==> src/hdl/lbvh_ram.sv <==
module lbvh_ram #(
    parameter int WIDTH = 8,
    parameter int DEPTH = 32,
    localparam int AW = (DEPTH > 1) ? $clog2(DEPTH) : 1
) (
    input  logic             i_clk,
    input  logic             i_we,
    input  logic [AW-1:0]    i_waddr,
    input  logic [WIDTH-1:0] i_wdata,
    input  logic [AW-1:0]    i_raddr,
    output logic [WIDTH-1:0] o_rdata
);

    logic [WIDTH-1:0] r_mem [DEPTH];

    // Write port and registered read port
    always_ff @(posedge i_clk) begin
        if (i_we) begin
            r_mem[i_waddr] <= i_wdata;
        end
        o_rdata <= r_mem[i_raddr];
    end

endmodule

==> config.mk <==
export PLATFORM = sky130hd
export DESIGN_NAME = lbvh_ram
export DESIGN_NICKNAME = d
export VERILOG_FILES = /design/src/hdl/lbvh_ram.sv
export SDC_FILE = /design/constraint.sdc
export NUM_CORES = 1
export LEC_CHECK = 0
export BUFFER_PORTS_ARGS = -buffer_cell sky130_fd_sc_hd__buf_2
export CAP_MARGIN = 40
export CORE_MARGIN = 2
export CORE_UTILIZATION = 40
export DETAILED_ROUTE_END_ITERATION = 8
export PLACE_DENSITY_LB_ADDON = 0.25
export SLEW_MARGIN = 15
export SYNTH_ARGS = -nofsm -noshare
export SYNTH_HDL_FRONTEND = slang
export SYNTH_SLANG_ARGS = --single-unit
==> constraint.sdc <==
create_clock -name i_clk -period 2.68 [get_ports i_clk]
set_clock_uncertainty 0.05 [all_clocks]
set_input_delay 0.402 -clock i_clk [delete_from_list [all_inputs] [get_ports i_clk]]
set_output_delay 0.402 -clock i_clk [all_outputs]
set_load 0.005 [all_outputs]
==> metrics.md <==
| Metric | Value |
|---|---|
| # diodes | 0 |
| Post-Place Cells | 790 |
| Mapped Cells | 417 |
| CTS tree | yes |
| Yosys top cell area share | 76.5% |
| RSZ-0062 raised after global routing | false |
| Crit path arrival time | 2260 ps |
| Startpoint Class | input port |
| Initial Util | 40.4% |
| Share of final-layout standard cells stronger than drive strength 1 | 37.8% |
| CP max FO | 32 |
| Yosys Warn Count | 0 |
| Total I/O pin count | 28 |
| Seq/Total Area, Yosys | 78.1% |
| CTS root buffer | clkbuf_16 |
| Largest cells by area after synthesis | edfxtp_1 (76%), mux4_2 (18%), dfxtp_1 (1.6%) |
| Register area | 7850 µm² |
| Design area | 11600 µm² |
| Routed Antenna Nets | 0 |
| DP HPWL | 12500 µm |
| Syn avg cell area | 24.1 µm² |
| P&R area growth vs syn | 15.2% |
| Final setup vio count | 0 |
| Worst Hold End | o_rdata[5]$_DFF_P_ |
| Leading cell type in the layout, fill and taps excluded | edfxtp_1 |
| Setup TNS | 0 ps |
| Wire per inst | 24.1 µm |
| Reg2Reg Setup Slack | 800 ps |
| Total GRT Usage | 15.8% |
| Total power | 8.37 mW |
| Relative slew slack | 58.6% |
| Total number of vias | 4463 |
| Synth Cell Area | 10100 µm² |
| Largest net degree at the start of global routing | 65 |
| Die Y | 163 µm |
| CTS sink cnt | 264 |
| Commonest cells after routing, fill and taps aside | edfxtp_1 (256), mux4_2 (80), nor2_1 (33), buf_4 (33), buf_2 (26) |
| Hold_ws | 303 ps |
| PnR worst setup slack | 782 ps |
| Drt drc | 0 |
| Fill count | 2015 |
| Max IR drop VDD | 0.322 mV |
| Drt first-iter violations | 509 |
| Fmax | 527 MHz |
| Leakage power | 3.66 nW |
| Final Non-Filler Cells | 833 |
| Post-CTS setup buffers | 0 |
| Final Hold Viols | 0 |
| Worst Hold Class | input port to flip-flop |
| Drt total wl | 20100 µm |
| Area leader, netlist | edfxtp_1 |
| Power Dens Cells | 723 nW/µm² |
| Maxcap violations | 0 |
| Die footprint | 26400 µm² |
| Antenna violations before repair | 0 |
| Status | finished, final reports clean |
| Area of the multi-input gates | 2100 µm² |
| GRT overflow | 0 |
| Worst-skew pair later-pin latency | 520 ps |
| Synth unique cells | 15 |
| Worst-case clock buffer depth | 3 |
| Number of global-route vias before repair | 4617 |
| CTS Buf Count | 24 |
| Worst setup EP type | flip-flop |
| Post-Route Utilization | 46.5% |
| Tcrit/Tclk final | 70.8% |
| Port Buffers | 27 |
| Final worst path period need | 1900 ps |
| Reg2Reg Capture Point | o_rdata[2]$_DFF_P_ |
| Worst hold stages | 2 |
| Final Net Count | 506 |
| R2R cell count | 3 |
| Die Wd | 163 µm |
| Clk slew on worst S/H paths | 70 ps |
| #FFs+latches synth | 264 |
| Hold bufs inserted after CTS | 0 |
| Fin. max-slew vios | 0 |
| Critical setup path kind | input port to flip-flop |
| Drt pass-1 iters | 5 |
| Core Box Area | 24900 µm² |
| DP Worst Slack | 224 ps |
| Start of the worst register-to-register path | r_mem[13][2]$_DFFE_PP_ |
| Rows | 58 |
| Synthesized Nets | 437 |
| Wire length of the first global-routing pass | 30200 µm |
| Worst slew pin tran | 621 ps |
| Req. time, crit path | 3040 ps |
| H-Tree Depth | 1 |
| Hold Path Origin | i_raddr[3] |
| Routability cong. | 0.768 |
| Dpl cell area | 10800 µm² |
| Vias per std cell | 5.36 |
| Post-cts sizing count | 0 |
-- per-layer routing --
layer	share of wire (%)	wire length, µm	track usage, %	up-vias
li1	-	-	-	1918
met2	46	9310	23.9	131
met4	2.9	580	5.19	0
met5	0	0	0	-
met1	44	8920	23.6	2380
met3	6.4	1290	2.72	34
-- synth_stat cells --
library cell	instances
edfxtp_1	256
mux4_2	80
nor2_1	33
dfxtp_1	8
mux2_2	8
buf_1	6
buf_4	6
clkbuf_1	6
nand3b_1	5
or3b_2	3
nand3_1	2
buf_2	1
buf_6	1
nand2_1	1
or3_1	1
-- how the worst max path moves through the flow --
| stage | from | end | slack (ps) | cells past startpoint |
|---|---|---|---|---|
| after CTS | i_raddr[0] | o_rdata[2]$_DFF_P_ | 770 | 5 |
| after floorplan | i_raddr[2] | o_rdata[0]$_DFF_P_ | 430 | 5 |
| after global placement | i_raddr[0] | o_rdata[2]$_DFF_P_ | 250 | 5 |
| final | i_raddr[0] | o_rdata[7]$_DFF_P_ | 780 | 5 |
| after global routing | i_raddr[0] | o_rdata[2]$_DFF_P_ | 730 | 5 |
| after detailed placement | i_raddr[0] | o_rdata[2]$_DFF_P_ | 220 | 5 |
-- cell families (layout without fill, tap and decap cells) --
family,after synthesis,in the layout,share of synthesized area [%]
multiplexers,88,88,18.8
AND/OR/NAND/NOR,45,45,2.07
buffers and inverters,20,106,1.06
flip-flops,264,264,78.1
-- state kept, by name (all words and copies together) (netlist names) --
signal,count
r_mem,256
o_rdata,8
-- report_power, final --
group / total [mW] / internal [mW] / switching, mW
clock: 3.32 / 1.89 / 1.43
combinational: 0.434 / 0.195 / 0.239
sequential: 4.61 / 4.59 / 0.0240
total: 8.37 / 6.67 / 1.70
-- worst max-delay path, cell delays in order --
cell and delay [ps]:
buf_4 140, buf_12 270, mux4_2 580, mux4_2 550
mux2_2 290
-- area by class of cell --
type / count / share of cell area, %
multi-input combinational: 133 / 18.1
clock inverter: 16 / 1.12
clock buffer: 27 / 5.47
timing repair buffer: 63 / 3.95
tap: 330 / 3.57
sequential: 264 / 67.8
Power figures use the tool's default switching activity.
