<file path="src/hdl/lbvh_box_merge.sv">
module lbvh_box_merge #(
    parameter int COORD_BITS = 16
) (
    input  logic [6*COORD_BITS-1:0] i_box_a,
    input  logic [6*COORD_BITS-1:0] i_box_b,
    output logic [6*COORD_BITS-1:0] o_box
);

    // Take the smaller minimum and the larger maximum per axis
    always_comb begin
        for (int k = 0; k < 3; k++) begin
            if ($signed(i_box_b[k*COORD_BITS +: COORD_BITS])
                    < $signed(i_box_a[k*COORD_BITS +: COORD_BITS])) begin
                o_box[k*COORD_BITS +: COORD_BITS] = i_box_b[k*COORD_BITS +: COORD_BITS];
            end else begin
                o_box[k*COORD_BITS +: COORD_BITS] = i_box_a[k*COORD_BITS +: COORD_BITS];
            end
            if ($signed(i_box_b[(k+3)*COORD_BITS +: COORD_BITS])
                    > $signed(i_box_a[(k+3)*COORD_BITS +: COORD_BITS])) begin
                o_box[(k+3)*COORD_BITS +: COORD_BITS] =
                    i_box_b[(k+3)*COORD_BITS +: COORD_BITS];
            end else begin
                o_box[(k+3)*COORD_BITS +: COORD_BITS] =
                    i_box_a[(k+3)*COORD_BITS +: COORD_BITS];
            end
        end
    end

endmodule

</file>
<file path="config.mk">
export PLATFORM = sky130hd
export DESIGN_NAME = lbvh_box_merge
export DESIGN_NICKNAME = d
export VERILOG_FILES = /design/src/hdl/lbvh_box_merge.sv
export SDC_FILE = /design/constraint.sdc
export NUM_CORES = 1
export LEC_CHECK = 0
export BUFFER_PORTS_ARGS = -buffer_cell sky130_fd_sc_hd__clkbuf_2
export CAP_MARGIN = 20
export CORE_AREA = 2 2 112 114
export DETAILED_ROUTE_END_ITERATION = 12
export DIE_AREA = 0 0 114 116
export PLACE_DENSITY = 0.73
export SLEW_MARGIN = 20
export SYNTH_ARGS = -nofsm -noshare
export SYNTH_HDL_FRONTEND = slang
export SYNTH_SLANG_ARGS = --single-unit
</file>
<file path="constraint.sdc">
create_clock -name vclk -period 2
set_clock_uncertainty 0.05 [all_clocks]
set_input_delay 0.1 -clock vclk [all_inputs]
set_output_delay 0.1 -clock vclk [all_outputs]
set_load 0.02 [all_outputs]
</file>
==> qor.yml, run 1 <==
drv_slew: 0
chipHeight_um: 116
synth_cells: 474
rows: 40
maxCapViolCount: 0
fmax_ghz: 0.3979
synthTopCellsByArea: "ha_1, mux2_2, inv_1"
violations: "negative setup slack"
tightestPinTransition_ps: 376.7
fin_crit_sh_pct: 125.7
post_drt_wl_per_cell_um: 19.20
synth_largest_type_area_fraction_pct: 30.13
timing.final.ws_setup_ps: -513.0
powerDensity_nw_per_um2: 398.8
grt-ovfl-total: 0
io_pins: 288
place_inst: 974
core_area_um2: 11910
cp.arrival_ps: 2360
gp_congestion: 0.8437
rsz0062_at_grt: "true"
yosys_warnings: 0
grt_pass1_wl_um: 22740
nets: 1129
drt_pass1_iterations: 4
endpoint_kind: "output pin"
yosysTopAreaCell: "ha_1"
grtUsageTotal_pct: 20.74
max_slew_margin_pct: 74.66
drc: 0
setup_viol: 94
num-clock-buffers: 0
dp_hpwl_um: 12280
finalWirelength_um: 18990
cp_max_fo: 8
critPathRequiredTime_ps: 1850
ys_types: 44
worstSetupPathType: "in -> out"
period_needed_ps: 2513
syn_nets: 759
start_util_pct: 32.43
drive_above_1_share_pct: 73.87
yosysSeqAreaShare_pct: 0
layout_commonest_cell: "clkbuf_2"
post-place-ws_ps: -793.7
holdBufCountCts: 0
syn_area_per_cell_um2: 8.149
grt_pass1_vias: 5008
layout_common_cells: "clkbuf_2, buf_6, buf_4, mux2_4, ha_4"
area_delta_synth_final_pct: 122.4
drt_iter0_drc: 276
outcome: "finished with violations"
vias: 5327
seqCellArea_um2: 0
hp-class: "in -> out"
die_area_um2: 13220
avgViaCountPerCell: 5.386
grt_max_degree: 17
instances_no_fill: 989
port_buffers: 288
postRouteAntennaNets: 0
synth_area_um2: 3862
ir_worst_vdd_uv: 303.1
final_core_util_pct: 72.12
antenna_found_initial: 0
seq_cells: 0
n_antenna_cell: 0
leakage_nw: 4.371
startpoint_type: "input pin"
fp.dieW_um: 114
hold_viol: 0
## cell families after synthesis
kind of cell    synth area share (%)
simple gates                   11.01
compound gates                 21.15
fa+ha+maj                      30.13
mux                            25.04
buf+inv                        11.82
xor+xnor                      0.8422
## critical path, cell delays in order
cell and delay [ps]:
clkbuf_2 110, inv_2 80, ha_4 190, nand4_1 140, nor4_2 80, buf_4 130, a21boi_2 150, or4_4 500
a21oi_4 210, buf_12 170, mux2_2 340, clkbuf_2 160
## layer usage
metal | vias up | global-route usage, % | part of all wire [%]
met3 | 50 | 2.144 | 6.0
met5 | - | 0 | 0
met2 | 255 | 43.65 | 56
li1 | 2478 | - | -
met1 | 2544 | 21.97 | 35
met4 | 0 | 4.065 | 3.0
## final timing paths
kind / depth (start not counted) / start / to
worst max-delay path: 12 / i_box_a[72] / o_box[68]
worst min-delay path: 3 / i_box_a[23] / o_box[23]
## synthesized netlist by cell type (2+ instances only)
cell type,n
mux2_4,20
and3_1,2
o21a_1,2
buf_6,3
nor2_1,8
a31oi_1,2
inv_1,96
o21ai_1,2
ha_1,93
a21boi_0,2
o31ai_1,15
nor3_1,2
a21boi_2,2
nand2_1,37
nor2b_1,2
clkbuf_1,6
a21oi_1,27
nand4_1,10
or4_4,2
nand2b_1,5
buf_12,2
o211ai_1,4
nor4_1,4
a21o_1,10
nand3_1,6
a221o_1,19
and4_1,3
a21oi_2,4
o21ai_0,10
xor2_2,2
a21oi_4,2
mux2_2,58
## power by group
| group | switching [mW] | internal [mW] |
|---|---|---|
| clock | 0 | 0 |
| sequential | 0 | 0 |
| combinational | 1.53 | 1.89 |
| total | 1.53 | 1.89 |
## stage by stage
stage          instance area, um2  hold WS (ps)  total power [mW]  setup TNS, ps
2_1_floorplan                4472         309.4             1.519          -5869
3_3_place_gp                 6681         505.4             2.417         -39040
3_5_place_dp                 6681         507.0             2.444         -37370
4_1_cts                      7442         506.6             2.849         -32750
5_1_grt                      8591         471.1             3.602         -38180
6_report                     8591         464.6             3.426         -31820
## final cells by class
class / count / area [um2]
Multi-Input combinational cell: 367 / 4588
Timing Repair Buffer: 379 / 3376
Fill cell: 731 / 3321
Inverter: 96 / 442.9
Tap cell: 147 / 183.9
## timing repair
action / CTS / global route
gates resized for setup: 121 / 403
pin swaps: 42 / 63
endpoints found under the setup margin: 95 / 95
gates cloned: 4 / 2
setup buffers: 8 / 6
No activity file was read; power rests on OpenSTA's default activity.
==> inputs of run 2 (changes only) <==
==> constraint.sdc (replaced) <==
create_clock -name vclk -period 2
set_clock_uncertainty 0.05 [all_clocks]
set_input_delay 0.1 -clock vclk [all_inputs]
set_output_delay 0.1 -clock vclk [all_outputs]
set_load 0.01 [all_outputs]
==> run 2 against run 1 <==
The run still ends with negative setup slack left. Power shrank 12%. Sequential cell count is the same. Clock-buffer cell count is the same. Critical path type unchanged. Critical endpoint is now o_box[90]. Highest routed layer unchanged.
==> qor.yml, run 2 (synthesis gave the netlist of run 1 again) <==
cp_max_fo: 7
cp_num_buf_inv: 4
cp_top_family: "compound AO/OA/AOI/OAI gates"
rows: 40
ir_worst_vdd_uv: 197.6
seq_cells: 0
period_needed_ps: 2400
tightestPinTransition_ps: 512.1
post_drt_wl_per_cell_um: 18.71
leakage_nw: 4.372
grt_max_degree: 25
critPathMostFrequentCell: "buf_8"
drt_pass1_iterations: 4
fmax_ghz: 0.4166
grt_pass1_vias: 5008
setup_viol: 94
seqCellArea_um2: 0
gp_congestion: 0.8653
grt_pass1_wl_um: 22870
io_pins: 288
finalWirelength_um: 18740
timing.final.ws_setup_ps: -400.3
rsz0062_at_grt: "true"
crit_cells: 11
grtUsageTotal_pct: 20.90
core_area_um2: 11910
fp.dieW_um: 114
powerDensity_nw_per_um2: 356.0
antenna_found_initial: 0
crit_start: "i_box_a[85]"
drt_iter0_drc: 209
chipHeight_um: 116
design_area_um2: 8496
outcome: "finished with violations"
layout_commonest_cell: "clkbuf_2"
grt-ovfl-total: 0
hold_viol: 0
cpPeakStageDelay_ps: 430
setup_tns_ps: -26710
violations: "negative setup slack"
die_area_um2: 13220
path_cells: "buf_8, inv_4, ha_4, a21oi_2, o21ai_1, a221o_1, or4_4, a21oi_4, buf_8, mux2_4, buf_6"
hold_ws_ps: 450.5
dp_hpwl_um: 12030
drv_slew: 0
fin_crit_sh_pct: 120.0
worstSetupPathType: "in -> out"
endpoint_kind: "output pin"
vias: 5315
fillCellCount: 796
maxCapViolCount: 0
postRouteAntennaNets: 0
num-clock-buffers: 0
port_buffers: 288
avgViaCountPerCell: 5.304
drive_above_1_share_pct: 76.14
hp-class: "in -> out"
placed_cell_area_um2: 6566
setup.worst_path.end: "o_box[90]"
cp.arrival_ps: 2250
crit_slowest_cell: "or4_4"
n_antenna_cell: 0
critPathRequiredTime_ps: 1850
drc: 0
area_delta_synth_final_pct: 120.0
layout_common_cells: "clkbuf_2, buf_6, buf_4, mux2_4, ha_4"
start_util_pct: 32.43
nets: 1142
instances_no_fill: 1002
place_inst: 974
startpoint_type: "input pin"
max_slew_margin_pct: 65.55
post-place-ws_ps: -503.6
[run 2: per-stage QoR]
step / utilization [%] / power [mW]
floorplan: - / 1.278
global placement: 55.13 / 2.144
detailed placement: 55.13 / 2.168
CTS: 62.35 / 2.524
global route: 71.32 / 3.205
finish: 71.32 / 3.024
[run 2: layout make-up]
class / instances / area, um2 / area share [%]
Inverter: 96 / 432.9 / 5.096
Multi-Input combinational cell: 367 / 4703 / 55.36
Tap cell: 147 / 183.9 / 2.165
Timing Repair Buffer: 392 / 3176 / 37.38
[run 2: routing by layer]
metal | GRT usage, % | up-vias | share of wire, %
li1 | - | 2495 | -
met1 | 22.09 | 2537 | 36
met2 | 44.05 | 221 | 55
met3 | 2.040 | 62 | 4.9
met4 | 4.309 | 0 | 3.8
met5 | 0 | - | 0
[run 2: worst min path at each step]
stage	startpoint	to	cells after the start
floorplan	i_box_b[10]	o_box[10]	1
global placement	i_box_b[32]	o_box[32]	3
detailed placement	i_box_b[0]	o_box[0]	3
CTS	i_box_a[18]	o_box[18]	3
global route	i_box_a[20]	o_box[20]	3
finish	i_box_a[93]	o_box[93]	3
[run 2: what timing repair did]
action / CTS / global route
resized for setup: 106 / 357
endpoints found under the setup margin: 94 / 96
pin swaps: 68 / 65
hold buffers: 0 / 0
buffers inserted: 19 / 12
gates cloned: 4 / 0
[run 2: where the power goes]
group | switching [mW] | total, mW | internal (mW)
logic | 1.30 | 3.02 | 1.72
clock network | 0 | 0 | 0
registers | 0 | 0 | 0
total | 1.30 | 3.02 | 1.72
